[src/sv/fpb_queue.sv]
// Small register FIFO between the classify front and the pixel back end.
module fpb_queue #(
    parameter int WIDTH = 8,
    parameter int DEPTH = 2,
    localparam int PW = (DEPTH > 1) ? $clog2(DEPTH) : 1
) (
    input  logic             aclk,
    input  logic             aresetn,
    input  logic             push,
    input  logic [WIDTH-1:0] push_data,
    output logic             full,
    input  logic             pop,
    output logic [WIDTH-1:0] head_data,
    output logic             not_empty
);

    logic [WIDTH-1:0] slot_reg [DEPTH];
    logic [PW-1:0]    wr_ptr_reg, wr_ptr_next;
    logic [PW-1:0]    rd_ptr_reg, rd_ptr_next;
    logic [PW:0]      count_reg, count_next;

    always_comb begin
        wr_ptr_next = wr_ptr_reg;
        rd_ptr_next = rd_ptr_reg;
        count_next = count_reg;
        if (push) begin
            wr_ptr_next = (wr_ptr_reg == PW'(DEPTH - 1)) ? '0 : wr_ptr_reg + 1'b1;
        end
        if (pop) begin
            rd_ptr_next = (rd_ptr_reg == PW'(DEPTH - 1)) ? '0 : rd_ptr_reg + 1'b1;
        end
        if (push && !pop) begin
            count_next = count_reg + 1'b1;
        end else if (pop && !push) begin
            count_next = count_reg - 1'b1;
        end
    end

    always_ff @(posedge aclk) begin
        if (!aresetn) begin
            wr_ptr_reg <= '0;
            rd_ptr_reg <= '0;
            count_reg <= '0;
        end else begin
            wr_ptr_reg <= wr_ptr_next;
            rd_ptr_reg <= rd_ptr_next;
            count_reg <= count_next;
        end
    end

    always_ff @(posedge aclk) begin
        if (push) begin
            slot_reg[wr_ptr_reg] <= push_data;
        end
    end

    assign full = (count_reg == (PW + 1)'(DEPTH));
    assign not_empty = (count_reg != '0);
    assign head_data = slot_reg[rd_ptr_reg];

endmodule

[config.mk]
export PLATFORM = sky130hd
export DESIGN_NAME = fpb_queue
export DESIGN_NICKNAME = d
export VERILOG_FILES = /design/src/sv/fpb_queue.sv
export SDC_FILE = /design/constraint.sdc
export NUM_CORES = 1
export LEC_CHECK = 0
export BUFFER_PORTS_ARGS = -buffer_cell sky130_fd_sc_hd__buf_2
export CAP_MARGIN = 20
export CORE_AREA = 2 2 46 48
export CTS_CLUSTER_SIZE = 30
export DETAILED_ROUTE_END_ITERATION = 12
export DIE_AREA = 0 0 48 50
export PLACE_DENSITY = 0.75
export SKIP_LAST_GASP = 1
export SLEW_MARGIN = 5
export SYNTH_ARGS = -nofsm -noshare
export SYNTH_HDL_FRONTEND = slang
export SYNTH_SLANG_ARGS = --single-unit
[constraint.sdc]
create_clock -name aclk -period 1.15 [get_ports aclk]
set_clock_uncertainty 0.15 [all_clocks]
set_input_delay 0.0575 -clock aclk [delete_from_list [all_inputs] [get_ports aclk]]
set_output_delay 0.0575 -clock aclk [all_outputs]
set_load 0.005 [all_outputs]
==> results.sh <==
export IMPL_status="complete, but fails checks"
export IMPL_violations="setup timing"
export IMPL_die_w_um=48
export IMPL_fin_util_pct=65.46
export IMPL_finalSetupTns_ns=-2.373
export IMPL_n_antenna_cell=0
export IMPL_most_common_layout_cells="edfxtp_1 (16), buf_2 (12), buf_6 (10)"
export IMPL_finalNonFillerCells=117
export IMPL_syn_inst=47
export IMPL_maxSlewHeadroom_pct=88.65
export IMPL_hp_class="in2reg"
export IMPL_rsz0062_at_grt="true"
export IMPL_grt_max_degree=12
export IMPL_routabilityCongestion=0.6023
export IMPL_multi_input_area_um2=242.7
export IMPL_die_y_um=50
export IMPL_grt_first_pass_wirelength_um=2346
export IMPL_finalWirelength_um=1505
export IMPL_worstSetupPathType="reg2out"
export IMPL_slowest_stage="dfxtp_2"
export IMPL_finalSetupViolations=11
export IMPL_worstPathArrival_ns=1.21
export IMPL_power_leakage_nw=0.5281
export IMPL_holdWs_ns=0.02749
export IMPL_viasPerCell=4.487
export IMPL_dp_cells=102
export IMPL_clock_sinks=21
export IMPL_num_vias=525
export IMPL_place_ws_ns=-0.05173
export IMPL_ys_seq_elements=21
export IMPL_largest_reg_flops=16
export IMPL_layout_commonest_cell="edfxtp_1"
export IMPL_power_density_nw_per_um2=1279
export IMPL_synth_area_leaders="edfxtp_1 (60%), dfxtp_1 (13%), mux2_2 (11%)"
export IMPL_drtIter0Drc=8
export IMPL_yosys_area_top_type="edfxtp_1"
export IMPL_synth_top_area_share_pct=60.28
export IMPL_drc_errors=0
export IMPL_worstMarginPinSlew_ns=0.1695
export IMPL_critical_path_max_stage_delay_ns=0.35
export IMPL_syn_num_nets=60
export IMPL_layout_drive_gt1_share_pct=52.22
export IMPL_maxCapViolations=0
export IMPL_grt_pass1_vias=560
export IMPL_dieArea_um2=2400
export IMPL_seqCellArea_um2=583.1
export IMPL_clk_pin_slew_ns=0.11
export IMPL_start_kind="flop"
export IMPL_first_pass_iters=3
export IMPL_syn_to_final_growth_pct=56.20
export IMPL_cts_max_level=1
export IMPL_synth_seq_area_share_pct=72.84
export IMPL_clk_latency_ns=0.30
export IMPL_antenna_found_initial=0
export IMPL_ant_nets=0
export IMPL_numCtsBuffers=3
export IMPL_cts_tree="done"
export IMPL_slew_viol_final=0
export IMPL_track_usage_pct=14.75
export IMPL_wl_per_cell_um=12.86
export IMPL_place_area_um2=1018
export IMPL_ioPinCount=22
export IMPL_nFillCells=143
export IMPL_ys_warn_count=0
export IMPL_cts_buffer_depth=2
export IMPL_crit_chain="buf_12 -> mux2_4 -> buf_6"
export IMPL_port_buffers=21
export IMPL_final_nets=104
export IMPL_syn_avg_cell_area_um2=16.96
export IMPL_core_region_area_um2=1902
export IMPL_root_buffer="clkbuf_4"
export IMPL_path_delay_family="flip-flops"
export IMPL_finalPower_mw=1.593
export IMPL_worstPathMaxFanout=8
export IMPL_ir_drop_mv=0.7568
export IMPL_setup_ws_ns=-0.2667
export IMPL_synth_area_um2=797.0
export IMPL_layout_min_cycle_time_ns=1.417
export IMPL_design_area_um2=1245
export IMPL_crit_buf_inv=2
export IMPL_worstSetupEndpointType="output port"
export IMPL_floorplan_initialDensity_pct=41.91
export IMPL_period_share_pct=123.2
export IMPL_required_ns=0.94
export IMPL_hpwl_um=956
export IMPL_row_count=16
export IMPL_finalHoldViolations=0
export IMPL_gr_total_overflow=0
export IMPL_max_freq_mhz=705.9
export IMPL_ys_types=16
-- area by class of cell --
cell class | count | area share [%]
Clock buffer | 4 | 2.111
Inverter | 1 | 0.3015
Multi-Input combinational cell | 24 | 19.50
Sequential cell | 21 | 46.83
Tap cell | 27 | 2.714
Timing Repair Buffer | 40 | 28.54
-- power by group --
part / total (mW) / leakage [nW] / internal (mW) / switching, mW
logic: 0.365 / 0.321 / 0.247 / 0.118
registers: 0.894 / 0.192 / 0.870 / 0.0235
clock network: 0.334 / 0.0150 / 0.135 / 0.199
total: 1.59 / 0.528 / 1.25 / 0.340
-- logic make-up after synthesis --
logic type / after synthesis / share of synthesized area (%)
buf+inv: 2 / 1.098
mux: 8 / 11.30
fa+ha+maj: 1 / 1.570
simple gates: 9 / 7.379
compound gates: 3 / 2.512
xor+xnor: 3 / 3.297
flops: 21 / 72.84
-- Yosys cell counts --
library cell / instances
edfxtp_1: 16
mux2_2: 8
dfxtp_1: 5
and2_1: 4
nor2b_1: 2
xor2_1: 2
a21boi_1: 1
and2b_2: 1
buf_2: 1
ha_1: 1
inv_1: 1
o21a_1: 1
o21ai_0: 1
or2_2: 1
or3_1: 1
xnor2_1: 1
-- path summary, 6_finish.rpt --
| kind | endpoint | cells after the start | from | slack [ns] |
|---|---|---|---|---|
| min | wr_ptr_reg$_SDFFE_PN0P_ | 4 | push | 0.03 |
| max reg2reg | count_reg[1]$_SDFFE_PN0P_ | 4 | count_reg[0]$_SDFFE_PN0P_ | -0.10 |
| max | head_data[1] | 3 | flop | -0.27 |
| min reg2reg | count_reg[1]$_SDFFE_PN0P_ | 2 | count_reg[1]$_SDFFE_PN0P_ | 0.39 |
-- timing repair --
action                                  4_1_cts  5_1_grt
gates resized for setup                      21        0
pin swaps                                     1        0
hold endpoints to repair                     21        0
hold buffers                                  9        0
buffers inserted                              2        0
endpoints found under the setup margin       11       11
-- worst reg2reg max path, cell delays in order, from the launching register on --
cell      delay (ns)
dfxtp_2         0.34
buf_4           0.13
xor2_1          0.16
or3_1           0.31
a21boi_1        0.12
-- per-layer routing --
metal | track usage (%) | vias up | share of wire (%)
li1 | - | 257 | -
met1 | 15.37 | 247 | 36
met2 | 25.33 | 19 | 57
met3 | 4.762 | 2 | 5.4
met4 | 6.757 | 0 | 0.93
met5 | 0 | - | 0
(Power assumes the default switching activity.)
