### src/sv/fpb_pkg.sv
// Shared types and constants for the framebuffer pixel blend unit.
package fpb_pkg;

    localparam int S_TDATA_W = 104;
    localparam int M_TDATA_W = 56;
    localparam int CFG_ADDR_W = 2;
    localparam int CFG_DATA_W = 11;
    localparam int INDEX_W = 20;

    localparam logic [CFG_ADDR_W-1:0] CFG_ACTIVE_WIDTH = 2'd0;
    localparam logic [CFG_ADDR_W-1:0] CFG_ACTIVE_HEIGHT = 2'd1;

    localparam logic [CFG_DATA_W-1:0] ACTIVE_SIZE_RST = 11'd1024;
    localparam logic [31:0] RGB_MASK = 32'h00FF_FFFF;
    localparam logic [7:0] ALPHA_OPAQUE = 8'hFF;
    localparam logic [7:0] ALPHA_CLEAR = 8'h00;

    typedef enum logic [1:0] {
        OP_RAW    = 2'd0,
        OP_BLEND  = 2'd1,
        OP_INVERT = 2'd2,
        OP_NONE   = 2'd3
    } op_t;

    typedef struct packed {
        op_t         op;
        logic [31:0] color;
        logic [7:0]  alpha;
    } cmd_t;

    typedef enum logic [1:0] {
        ST_CLEAR,
        ST_IDLE,
        ST_MUL,
        ST_WB
    } back_state_t;

endpackage

### src/sv/fpb_front.sv
// Front end: configuration registers, bounds check and operation classify.
module fpb_front #(
    parameter int MAX_WIDTH = 1024,
    parameter int MAX_HEIGHT = 1024,
    localparam int DEPTH = MAX_WIDTH * MAX_HEIGHT,
    localparam int AW = (DEPTH > 1) ? $clog2(DEPTH) : 1
) (
    input  logic                            aclk,
    input  logic                            aresetn,
    input  logic                            cfg_wr_en,
    input  logic [fpb_pkg::CFG_ADDR_W-1:0]  cfg_addr,
    input  logic [fpb_pkg::CFG_DATA_W-1:0]  cfg_wdata,
    input  logic                            s_valid,
    output logic                            s_ready,
    input  logic [1:0]                      s_operation,
    input  logic signed [15:0]              s_pos_x,
    input  logic signed [15:0]              s_pos_y,
    input  logic [31:0]                     s_raw_color,
    input  logic [7:0]                      s_src_red,
    input  logic [7:0]                      s_src_green,
    input  logic [7:0]                      s_src_blue,
    input  logic [7:0]                      s_src_alpha,
    input  logic                            clear_busy,
    input  logic                            q_full,
    output logic                            q_push,
    output logic [AW-1:0]                   q_addr,
    output fpb_pkg::cmd_t                   q_cmd
);

    logic [fpb_pkg::CFG_DATA_W-1:0] width_reg, width_next;
    logic [fpb_pkg::CFG_DATA_W-1:0] height_reg, height_next;
    logic [15:0]   x_abs, y_abs;
    logic          x_ok, y_ok;
    logic          keep;
    fpb_pkg::op_t  op_in;
    logic [31:0]   rgb_word;

    always_comb begin
        width_next = width_reg;
        height_next = height_reg;
        if (cfg_wr_en) begin
            case (cfg_addr)
                fpb_pkg::CFG_ACTIVE_WIDTH: width_next = cfg_wdata;
                fpb_pkg::CFG_ACTIVE_HEIGHT: height_next = cfg_wdata;
                default: ;
            endcase
        end
    end

    always_ff @(posedge aclk) begin
        if (!aresetn) begin
            width_reg <= fpb_pkg::ACTIVE_SIZE_RST;
            height_reg <= fpb_pkg::ACTIVE_SIZE_RST;
        end else begin
            width_reg <= width_next;
            height_reg <= height_next;
        end
    end

    always_comb begin
        x_abs = {1'b0, s_pos_x[14:0]};
        y_abs = {1'b0, s_pos_y[14:0]};
        x_ok = !s_pos_x[15] && (x_abs < {5'b0, width_reg}) && (x_abs < 16'(MAX_WIDTH));
        y_ok = !s_pos_y[15] && (y_abs < {5'b0, height_reg}) && (y_abs < 16'(MAX_HEIGHT));
        q_addr = AW'(32'(y_abs) * 32'(MAX_WIDTH) + 32'(x_abs));
        op_in = fpb_pkg::op_t'(s_operation);
        rgb_word = {8'h00, s_src_red, s_src_green, s_src_blue};

        keep = 1'b0;
        q_cmd.op = fpb_pkg::OP_RAW;
        q_cmd.color = s_raw_color;
        q_cmd.alpha = s_src_alpha;
        case (op_in)
            fpb_pkg::OP_RAW: begin
                keep = 1'b1;
            end
            fpb_pkg::OP_BLEND: begin
                q_cmd.color = rgb_word;
                if (s_src_alpha == fpb_pkg::ALPHA_OPAQUE) begin
                    keep = 1'b1;
                end else if (s_src_alpha != fpb_pkg::ALPHA_CLEAR) begin
                    keep = 1'b1;
                    q_cmd.op = fpb_pkg::OP_BLEND;
                end
            end
            fpb_pkg::OP_INVERT: begin
                keep = 1'b1;
                q_cmd.op = fpb_pkg::OP_INVERT;
            end
            default: keep = 1'b0;
        endcase
    end

    assign s_ready = !clear_busy && !q_full;
    assign q_push = s_valid && s_ready && keep && x_ok && y_ok;

endmodule

### config.mk
export PLATFORM = sky130hd
export DESIGN_NAME = fpb_front
export DESIGN_NICKNAME = d
export VERILOG_FILES = /design/src/sv/fpb_pkg.sv /design/src/sv/fpb_front.sv
export SDC_FILE = /design/constraint.sdc
export NUM_CORES = 1
export LEC_CHECK = 0
export BUFFER_PORTS_ARGS = -buffer_cell sky130_fd_sc_hd__buf_4
export CELL_PAD_IN_SITES_DETAIL_PLACEMENT = 0
export CELL_PAD_IN_SITES_GLOBAL_PLACEMENT = 1
export CORE_AREA = 3 3 92 94
export DETAILED_ROUTE_END_ITERATION = 10
export DIE_AREA = 0 0 95 97
export PLACE_DENSITY = 0.86
export SLEW_MARGIN = 20
export SYNTH_ARGS = -nofsm -noshare
export SYNTH_HDL_FRONTEND = slang
export SYNTH_SLANG_ARGS = --single-unit
### constraint.sdc
create_clock -name aclk -period 3.7 [get_ports aclk]
set_clock_uncertainty 0.05 [all_clocks]
set_input_delay 0.925 -clock aclk [delete_from_list [all_inputs] [get_ports aclk]]
set_output_delay 0.925 -clock aclk [all_outputs]
set_load 0.02 [all_outputs]
==> flow_summary.rst, run 1 <==
.. list-table::
   :header-rows: 1

   * - Metric
     - Value
   * - Final number of hold-violating endpoints
     - 0
   * - Max rail drop VDD
     - 0.139 mV
   * - Data required, critical path
     - 2720 ps
   * - Combined area of all synthesized cells
     - 2240 um2
   * - Overall die area
     - 9220 um2
   * - Final standard cell count with taps included and fillers excluded
     - 525
   * - Startpoint of the worst register-to-register path
     - width_reg[2]
   * - Global routing met2 resource utilization
     - 0.254
   * - CTS hold repair buffers
     - 0
   * - Arrival time of data at the critical path endpoint
     - 2600 ps
   * - Number of levels the H-tree was split into
     - 1
   * - Routing usage on met3
     - 0.0117
   * - Pin count of the biggest net entering global routing
     - 34
   * - Num Clock Sinks
     - 22
   * - YS warnings
     - 0
   * - Post-synthesis cell count
     - 265
   * - Count of cell types in the netlist
     - 41
   * - Post-synthesis area per instance
     - 8.45 um2
   * - Post-CTS clock slew at the launch and capture registers of the worst setup and hold paths
     - 70 ps
   * - Weighted congestion at the end of routability-driven global placement
     - 0.804
   * - Dpl ws
     - 94.8 ps
   * - Effective utilization at floorplan
     - 0.290
   * - Post-Syn Nets
     - 408
   * - Class of the tightest hold or removal check
     - reg -> reg
   * - Leading cell types in the layout, fill and taps excluded
     - 182 x buf_4, 32 x nor2b_1, 25 x ha_1, 23 x mux2_2, 22 x dfxtp_1
   * - Capture instance of the worst register-to-register path
     - width_reg[2]
   * - Worst-Skew Late Latency
     - 250 ps
   * - Buffer count from post-CTS setup fixing
     - 0
   * - Total length of routed wires
     - 7530 um
   * - Area growth from synthesis to layout
     - 60.8%
   * - Post-synthesis share of cell area spent on xor and xnor gates
     - 0.0235
   * - Total of max-cap violations
     - 0
   * - Average vias per placed instance
     - 4.51
   * - Min cycle time layout
     - 3570 ps
   * - Main combinational cell family by area after synthesis
     - simple AND/OR/NAND/NOR gates
   * - Maximum buffer depth of the clock tree
     - 2
   * - Placed Cells incl. Taps
     - 522
   * - Resized cells post-CTS
     - 0
   * - HPWL after DPL
     - 6580 um
   * - Total I/O pin count
     - 181
   * - Worst reg2reg path depth
     - 4
   * - Worst setup slack after layout
     - 127 ps
   * - Crit. End Element
     - output pin
   * - Overall via count from detail_route
     - 2368
   * - Sequential area share after synthesis
     - 0.197
   * - RSZ-0062 raised after global routing
     - false
   * - Register bit count reported by yosys
     - 22
   * - DRC violations left
     - 0
   * - Area inside the core boundary
     - 7730 um2
   * - Tightest Pin Transition
     - 683 ps
   * - Compound-cell area share of the yosys netlist
     - 0.115
   * - Final-stage net count
     - 568
   * - Horizontal extent of the die
     - 95 um
   * - Final worst path period share
     - 0.966
   * - Highest net fanout along the worst path
     - 3
   * - Total placed instance area
     - 3560 um2
   * - Layout cells sized above 1
     - 0.511
   * - Buffer type at the clock tree root
     - clkbuf_8
   * - Endpoint of the most critical setup path
     - q_addr[16]
   * - Final ANT Viol Nets
     - 0
   * - Layer with the highest usage after global routing
     - met2
   * - Post-Layout Inst Area
     - 3600 um2
   * - Power after layout
     - 0.804 mW
   * - Overflow after GRT
     - 0
   * - Number of optimization iterations in the first detailed-route pass
     - 4
   * - Setup TNS
     - 0 ps
   * - Routed length per instance
     - 14.3 um
   * - Number of inserted diodes
     - 0
   * - Leading cell type in the layout, fill and taps excluded
     - buf_4
   * - Simple-gate area share of the yosys netlist
     - 0.231
   * - Mux cell area share after synthesis
     - 0.170
   * - Clock tree from TritonCTS
     - done
   * - Met1 layer usage reported by global route
     - 0.204
   * - Crit. Startpoint
     - s_pos_x[10]
   * - Max-slew violations
     - 0
   * - Cell Rows
     - 32
   * - Power density over the cells
     - 223 nW/um2
   * - Fmax achieved
     - 280 MHz
   * - Number of DRC markers after the initial detailed-route iteration
     - 53
   * - Final Setup Violations
     - 0
   * - Share of synthesized cell area in full adder, half adder and majority cells
     - 0.149
   * - Input/output buffers
     - 180
   * - Wire length of the first global-routing pass
     - 11100 um
   * - Startpoint type of the worst setup path
     - input pin
   * - Reg2reg setup slack
     - 2940 ps
   * - Pleak
     - 1.73 nW
   * - Status
     - finished clean
   * - Die H
     - 97 um
   * - Class of the most critical setup path
     - in -> out
   * - Via count of the first global-routing pass
     - 2149
   * - Number of buffers created by CTS
     - 3
   * - Worst slew slack as a fraction of its limit
     - 0.544
   * - Antenna violations before repair
     - 0
   * - GRT Resource Usage Total
     - 0.148
## power by group
group	switching, mW	leakage [nW]	total [mW]	internal [mW]
combinational	0.197	1.53	0.417	0.220
sequential	0.00306	0.179	0.248	0.245
clock	0.0669	0.0216	0.139	0.0723
## kinds of logic after synthesis
logic type	count (synthesis)
muxes	35
xor gates and xnor gates	6
buffers and inverters	48
AOI/OAI and AO/OA	42
adders and majority gates	26
and+or+nand+nor	86
DFF	22
## metrics by stage
stage	hold WS, ps	util
floorplan	424	-
global placement	448	0.460
detailed placement	461	0.460
CTS	481	0.466
global route	499	0.466
finish	473	0.466
## worst min path at each step
stage	start	cells past startpoint	endpoint
after global placement	height_reg[7]	2	height_reg[7]
after CTS	height_reg[0]	2	height_reg[0]
after floorplan	width_reg[10]	2	width_reg[10]
final	width_reg[10]	2	width_reg[10]
after global routing	height_reg[0]	2	height_reg[0]
after detailed placement	width_reg[0]	2	width_reg[0]
## worst max-delay path: stages
cell	delay, ps
buf_4	120
ha_1	220
fa_1	410
a21oi_1	180
o21bai_2	90
a21oi_1	210
nand2b_1	150
xnor2_1	120
buf_4	170
## cells in the mapped netlist
library cell,n,share of area
a311oi_1,1,0.0039
o211ai_1,1,0.0034
nor4_2,2,0.011
nand2b_1,2,0.0056
clkbuf_2,1,0.0022
or4_1,2,0.0067
a41oi_1,1,0.0039
a21oi_2,1,0.0039
o311ai_0,1,0.0039
nor3b_1,2,0.0067
o21bai_1,1,0.0034
ha_1,25,0.14
a21o_1,4,0.013
nand2_1,11,0.018
inv_1,21,0.035
nor3b_2,2,0.011
mux2_1,1,0.0050
buf_4,18,0.060
a311o_1,2,0.0089
nor2_1,15,0.025
mux2i_1,11,0.049
o21ai_1,2,0.0045
a31oi_1,1,0.0028
nor4b_1,3,0.012
fa_1,1,0.0089
mux2_2,23,0.12
nand3b_1,1,0.0034
xnor2_1,3,0.012
nand2b_4,1,0.0061
and4_1,2,0.0078
clkbuf_1,2,0.0034
xor2_1,3,0.012
nor2b_1,33,0.092
nand3_1,3,0.0067
nand4_1,5,0.014
buf_2,6,0.013
dfxtp_1,22,0.20
o21bai_2,1,0.0050
nor3_1,2,0.0045
o21ai_0,5,0.011
a21oi_1,21,0.047
## layout make-up
cell class,count,area (um2)
Timing Repair Buffer,182,1370
Multi-Input combinational cell,195,1540
Clock buffer,3,41.3
Sequential cell,22,440
Inverter,21,78.8
Fill cell,777,4130
Tap cell,102,128
## routing by layer
metal	up-vias	wire length, um
li1	1223	-
met1	1071	3390
met2	70	3710
met3	4	384
met4	0	48
met5	-	0
(Power assumes the default switching activity.)
==> run 2: changes to the inputs <==
RECOVER_POWER = 100   (was not set)
==> flow_summary.rst, run 2 (synthesized netlist as in run 1, its figures left out) <==
.. list-table::
   :header-rows: 1

   * - Metric
     - Value
   * - Status
     - finished clean (unchanged)
   * - Horizontal extent of the die
     - 95 um (unchanged)
   * - RSZ-0062 raised after global routing
     - false (unchanged)
   * - DRC violations left
     - 0 (unchanged)
   * - Input/output buffers
     - 180 (unchanged)
   * - Reg2reg setup slack
     - 2910 ps (was 2940 ps)
   * - Routed length per instance
     - 14.3 um (about the same)
   * - Max rail drop VDD
     - 0.137 mV (was 0.139 mV)
   * - Pin count of the biggest net entering global routing
     - 34 (unchanged)
   * - Fmax achieved
     - 280 MHz (about the same)
   * - Placed Cells incl. Taps
     - 522 (unchanged)
   * - Final Setup Violations
     - 0 (unchanged)
   * - Average vias per placed instance
     - 4.50 (was 4.51)
   * - Capture instance of the worst register-to-register path
     - width_reg[2] (unchanged)
   * - Num Clock Sinks
     - 22 (unchanged)
   * - Setup TNS
     - 0 ps (unchanged)
   * - Weighted congestion at the end of routability-driven global placement
     - 0.804 (unchanged)
   * - Area inside the core boundary
     - 7730 um2 (unchanged)
   * - Tightest Pin Transition
     - 863 ps (was 683 ps)
   * - Number of buffers created by CTS
     - 3 (unchanged)
   * - Class of the tightest hold or removal check
     - reg -> reg (unchanged)
   * - Post-CTS clock slew at the launch and capture registers of the worst setup and hold paths
     - 70 ps (about the same)
   * - Post-Layout Inst Area
     - 3350 um2 (was 3600 um2)
   * - Class of the most critical setup path
     - in -> out (unchanged)
   * - Worst slew slack as a fraction of its limit
     - 0.424 (was 0.544)
   * - Clock tree from TritonCTS
     - done (unchanged)
   * - Number of levels the H-tree was split into
     - 1 (unchanged)
   * - Max-slew violations
     - 0 (unchanged)
   * - HPWL after DPL
     - 6580 um (unchanged)
   * - Layout cells sized above 1
     - 0.364 (was 0.511)
   * - Crit. End Element
     - output pin (unchanged)
   * - Final-stage net count
     - 568 (unchanged)
   * - Antenna violations before repair
     - 0 (unchanged)
   * - Resized cells post-CTS
     - 0 (unchanged)
   * - Number of inserted diodes
     - 0 (unchanged)
   * - Power density over the cells
     - 227 nW/um2 (was 223 nW/um2)
   * - Worst reg2reg path depth
     - 4 (unchanged)
   * - Total length of routed wires
     - 7500 um (was 7530 um)
   * - Overall die area
     - 9220 um2 (unchanged)
   * - GRT Resource Usage Total
     - 0.148 (unchanged)
   * - Startpoint of the worst register-to-register path
     - width_reg[2] (unchanged)
   * - Number of DRC markers after the initial detailed-route iteration
     - 39 (was 53)
   * - Effective utilization at floorplan
     - 0.290 (unchanged)
   * - Wire length of the first global-routing pass
     - 11100 um (unchanged)
   * - Crit. Startpoint
     - s_pos_x[10] (unchanged)
   * - Cell Rows
     - 32 (unchanged)
   * - Data required, critical path
     - 2720 ps (about the same)
   * - Via count of the first global-routing pass
     - 2149 (unchanged)
   * - Maximum buffer depth of the clock tree
     - 2 (unchanged)
   * - Final worst path period share
     - 0.967 (was 0.966)
   * - Total I/O pin count
     - 181 (unchanged)
   * - CTS hold repair buffers
     - 0 (unchanged)
   * - Buffer count from post-CTS setup fixing
     - 0 (unchanged)
   * - Worst-Skew Late Latency
     - 250 ps (about the same)
   * - Arrival time of data at the critical path endpoint
     - 2600 ps (about the same)
   * - Startpoint type of the worst setup path
     - input pin (unchanged)
   * - Worst setup slack after layout
     - 123 ps (was 127 ps)
   * - Total placed instance area
     - 3560 um2 (unchanged)
   * - Endpoint of the most critical setup path
     - q_addr[16] (unchanged)
   * - Overflow after GRT
     - 0 (unchanged)
   * - Leading cell types in the layout, fill and taps excluded
     - 119 x buf_4, 59 x clkbuf_1, 32 x nor2b_1, 25 x ha_1, 23 x mux2_2 (was 182 x buf_4, 32 x nor2b_1, 25 x ha_1, 23 x mux2_2, 22 x dfxtp_1)
   * - Highest net fanout along the worst path
     - 3 (unchanged)
   * - Number of optimization iterations in the first detailed-route pass
     - 4 (unchanged)
   * - Overall via count from detail_route
     - 2361 (was 2368)
   * - Total of max-cap violations
     - 0 (unchanged)
   * - Die H
     - 97 um (unchanged)
   * - Dpl ws
     - 94.8 ps (unchanged)
   * - Final ANT Viol Nets
     - 0 (unchanged)
   * - Fill cell total of the finished layout
     - 842 (was 777)
   * - Pleak
     - 1.50 nW (was 1.73 nW)
   * - Area growth from synthesis to layout
     - 49.8% (was 60.8%)
   * - Final number of hold-violating endpoints
     - 0 (unchanged)
   * - Buffer type at the clock tree root
     - clkbuf_8 (unchanged)
   * - Min cycle time layout
     - 3580 ps (was 3570 ps)
   * - Final standard cell count with taps included and fillers excluded
     - 525 (unchanged)
   * - Leading cell type in the layout, fill and taps excluded
     - buf_4 (unchanged)
-- run 2: metal layers --
layer | routed length (um) | GRT usage
met5 | 0 | 0
met1 | 3350 | 0.204
met2 | 3680 | 0.254
met3 | 399 | 0.0117
met4 | 63 | 0.0244
-- run 2: worst max-delay path, stage by stage --
cell and delay [ps]:
buf_4 120, ha_1 220, fa_1 410, a21oi_1 180, o21bai_2 90, a21oi_1 210, nand2b_1 150, xnor2_1 120
buf_4 170
-- run 2: how the worst min path moves through the flow --
stage	start	end	slack [ps]	depth (start not counted)
5_1_grt	height_reg[0]	height_reg[0]	500	2
3_3_place_gp	height_reg[7]	height_reg[7]	450	2
3_5_place_dp	width_reg[0]	width_reg[0]	460	2
2_1_floorplan	width_reg[10]	width_reg[10]	420	2
4_1_cts	height_reg[0]	height_reg[0]	480	2
6_report	width_reg[0]	width_reg[0]	470	2
-- run 2: area by class of cell --
type	count	area (um2)	area share
multi-input combinational	195	1530	0.456
timing repair buffer	182	1140	0.339
sequential	22	440	0.131
tap	102	128	0.0381
inverter	21	78.8	0.0235
clock buffer	3	41.3	0.0123
-- run 2: power by group --
| part | total, mW | internal, mW | switching (mW) |
|---|---|---|---|
| clock network | 0.139 | 0.0723 | 0.0669 |
| logic | 0.373 | 0.178 | 0.195 |
| registers | 0.248 | 0.245 | 0.00306 |
-- run 2: per-stage QoR --
step / hold slack, ps / utilization / total power, mW
2_1_floorplan: 424 / - / 0.472
3_3_place_gp: 448 / 0.460 / 0.669
3_5_place_dp: 461 / 0.460 / 0.674
4_1_cts: 481 / 0.466 / 0.816
5_1_grt: 499 / 0.434 / 0.811
6_report: 473 / 0.434 / 0.760
==> run 3: changes to the inputs <==
REMOVE_ABC_BUFFERS = 1   (was not set)
==> flow_summary.rst, run 3 (synthesized netlist as in run 1, its figures left out) <==
.. list-table::
   :header-rows: 1

   * - Metric
     - Value
   * - Worst reg2reg path depth
     - 4 (unchanged)
   * - Wire length of the first global-routing pass
     - 12000 um (was 11100 um)
   * - Overall via count from detail_route
     - 2363 (was 2361)
   * - Pin count of the biggest net entering global routing
     - 28 (was 34)
   * - Crit. End Element
     - output pin (unchanged)
   * - Input/output buffers
     - 180 (unchanged)
   * - Final ANT Viol Nets
     - 0 (unchanged)
   * - Overall die area
     - 9220 um2 (unchanged)
   * - Cell Rows
     - 32 (unchanged)
   * - Class of the most critical setup path
     - in -> out (unchanged)
   * - Worst setup slack after layout
     - 144 ps (was 123 ps)
   * - Class of the tightest hold or removal check
     - reg -> reg (unchanged)
   * - Final number of hold-violating endpoints
     - 0 (unchanged)
   * - Worst-Skew Late Latency
     - 250 ps (about the same)
   * - Routed length per instance
     - 14.8 um (was 14.3 um)
   * - Worst slew slack as a fraction of its limit
     - 0.418 (was 0.424)
   * - Max rail drop VDD
     - 0.179 mV (was 0.137 mV)
   * - Leading cell types in the layout, fill and taps excluded
     - 123 x buf_4, 56 x clkbuf_1, 33 x nor2b_1, 25 x ha_1, 23 x mux2_2 (was 119 x buf_4, 59 x clkbuf_1, 32 x nor2b_1, 25 x ha_1, 23 x mux2_2)
   * - Number of inserted diodes
     - 0 (unchanged)
   * - Layout cells sized above 1
     - 0.373 (was 0.364)
   * - Hold path start
     - height_reg[2] (was width_reg[0])
   * - Pleak
     - 1.52 nW (was 1.50 nW)
   * - Buffer count from post-CTS setup fixing
     - 0 (unchanged)
   * - Total length of routed wires
     - 7790 um (was 7500 um)
   * - Min cycle time layout
     - 3560 ps (was 3580 ps)
   * - Number of optimization iterations in the first detailed-route pass
     - 4 (unchanged)
   * - DRC violations left
     - 0 (unchanged)
   * - Maximum buffer depth of the clock tree
     - 2 (unchanged)
   * - Area inside the core boundary
     - 7730 um2 (unchanged)
   * - Max-slew violations
     - 0 (unchanged)
   * - Number of DRC markers after the initial detailed-route iteration
     - 44 (was 39)
   * - HPWL after DPL
     - 6910 um (was 6580 um)
   * - CTS hold repair buffers
     - 0 (unchanged)
   * - Status
     - finished clean (unchanged)
   * - Arrival time of data at the critical path endpoint
     - 2580 ps (was 2600 ps)
   * - Horizontal extent of the die
     - 95 um (unchanged)
   * - Hold Crit Depth
     - 2 (unchanged)
   * - Power density over the cells
     - 228 nW/um2 (was 227 nW/um2)
   * - Average vias per placed instance
     - 4.49 (was 4.50)
   * - Total of max-cap violations
     - 0 (unchanged)
   * - Capture instance of the worst register-to-register path
     - width_reg[3] (was width_reg[2])
   * - Final standard cell count with taps included and fillers excluded
     - 526 (was 525)
   * - Die H
     - 97 um (unchanged)
   * - Final Setup Violations
     - 0 (unchanged)
   * - Num Clock Sinks
     - 22 (unchanged)
   * - Placed Cells incl. Taps
     - 523 (was 522)
   * - RSZ-0062 raised after global routing
     - false (unchanged)
   * - Startpoint of the worst register-to-register path
     - width_reg[3] (was width_reg[2])
   * - End point of the worst hold path
     - height_reg[2] (was width_reg[0])
   * - Number of levels the H-tree was split into
     - 1 (unchanged)
   * - Total I/O pin count
     - 181 (unchanged)
   * - Overflow after GRT
     - 0 (unchanged)
   * - GRT Resource Usage Total
     - 0.163 (was 0.148)
   * - Data required, critical path
     - 2720 ps (about the same)
   * - Post-CTS clock slew at the launch and capture registers of the worst setup and hold paths
     - 80 ps (was 70 ps)
   * - Weighted congestion at the end of routability-driven global placement
     - 0.839 (was 0.804)
   * - Final worst path period share
     - 0.961 (was 0.967)
   * - Fmax achieved
     - 281 MHz (was 280 MHz)
   * - Buffer type at the clock tree root
     - clkbuf_8 (unchanged)
   * - Effective utilization at floorplan
     - 0.290 (unchanged)
   * - Highest net fanout along the worst path
     - 3 (unchanged)
   * - Leading cell type in the layout, fill and taps excluded
     - buf_4 (unchanged)
   * - Reg2reg setup slack
     - 2920 ps (was 2910 ps)
   * - Resized cells post-CTS
     - 0 (unchanged)
   * - Clock tree from TritonCTS
     - done (unchanged)
   * - Tightest Pin Transition
     - 874 ps (was 863 ps)
   * - Via count of the first global-routing pass
     - 2298 (was 2149)
   * - Final-stage net count
     - 569 (was 568)
   * - Antenna violations before repair
     - 0 (unchanged)
   * - Dpl ws
     - 66.2 ps (was 94.8 ps)
   * - Area growth from synthesis to layout
     - 50.6% (was 49.8%)
   * - Startpoint type of the worst setup path
     - input pin (unchanged)
   * - Number of buffers created by CTS
     - 3 (unchanged)
[run 3: worst max path at each step]
stage                   start          to  cells after the start
6_report          s_pos_x[10]  q_addr[16]                      9
5_1_grt           s_pos_x[10]  q_addr[16]                      9
4_1_cts           s_pos_x[10]  q_addr[16]                      9
3_5_place_dp      s_pos_x[10]  q_addr[16]                      9
3_3_place_gp      s_pos_x[10]  q_addr[16]                      9
2_1_floorplan  s_operation[1]   q_cmd[40]                      3
[run 3: metal layers]
metal	track usage	routed length [um]	vias up
met5	0	0	-
met4	0.0277	73	0
met3	0.0264	420	8
met2	0.271	3750	80
met1	0.224	3550	1049
li1	-	-	1226
[run 3: stage by stage]
step / hold WS, ps / TNS, ps / util / power (mW) / cell area [um2]
after floorplan: 427 / -1720 / - / 0.439 / 2060
after global placement: 446 / 0 / 0.461 / 0.672 / 3560
after detailed placement: 457 / 0 / 0.461 / 0.676 / 3560
after CTS: 475 / 0 / 0.467 / 0.819 / 3610
after global routing: 484 / 0 / 0.436 / 0.819 / 3370
final: 473 / 0 / 0.436 / 0.770 / 3370
[run 3: layout make-up]
cell class                      instances  area (um2)
Clock buffer                            3        41.3
Inverter                               21        78.8
Multi-Input combinational cell        195        1530
Fill cell                             848        4360
Tap cell                              102         128
Timing Repair Buffer                  183        1160
Sequential cell                        22         440
[run 3: where the power goes]
group	switching (mW)	internal, mW	leakage [nW]
clock network	0.0712	0.0724	0.0216
logic	0.197	0.181	1.32
registers	0.00306	0.245	0.179
[run 3: worst max-delay path: stages]
cell and delay [ps]:
buf_4 120, ha_1 220, fa_1 430, a21oi_2 170
o21bai_2 90, a21oi_2 170, nand2b_1 130, xnor2_1 120
buf_2 190
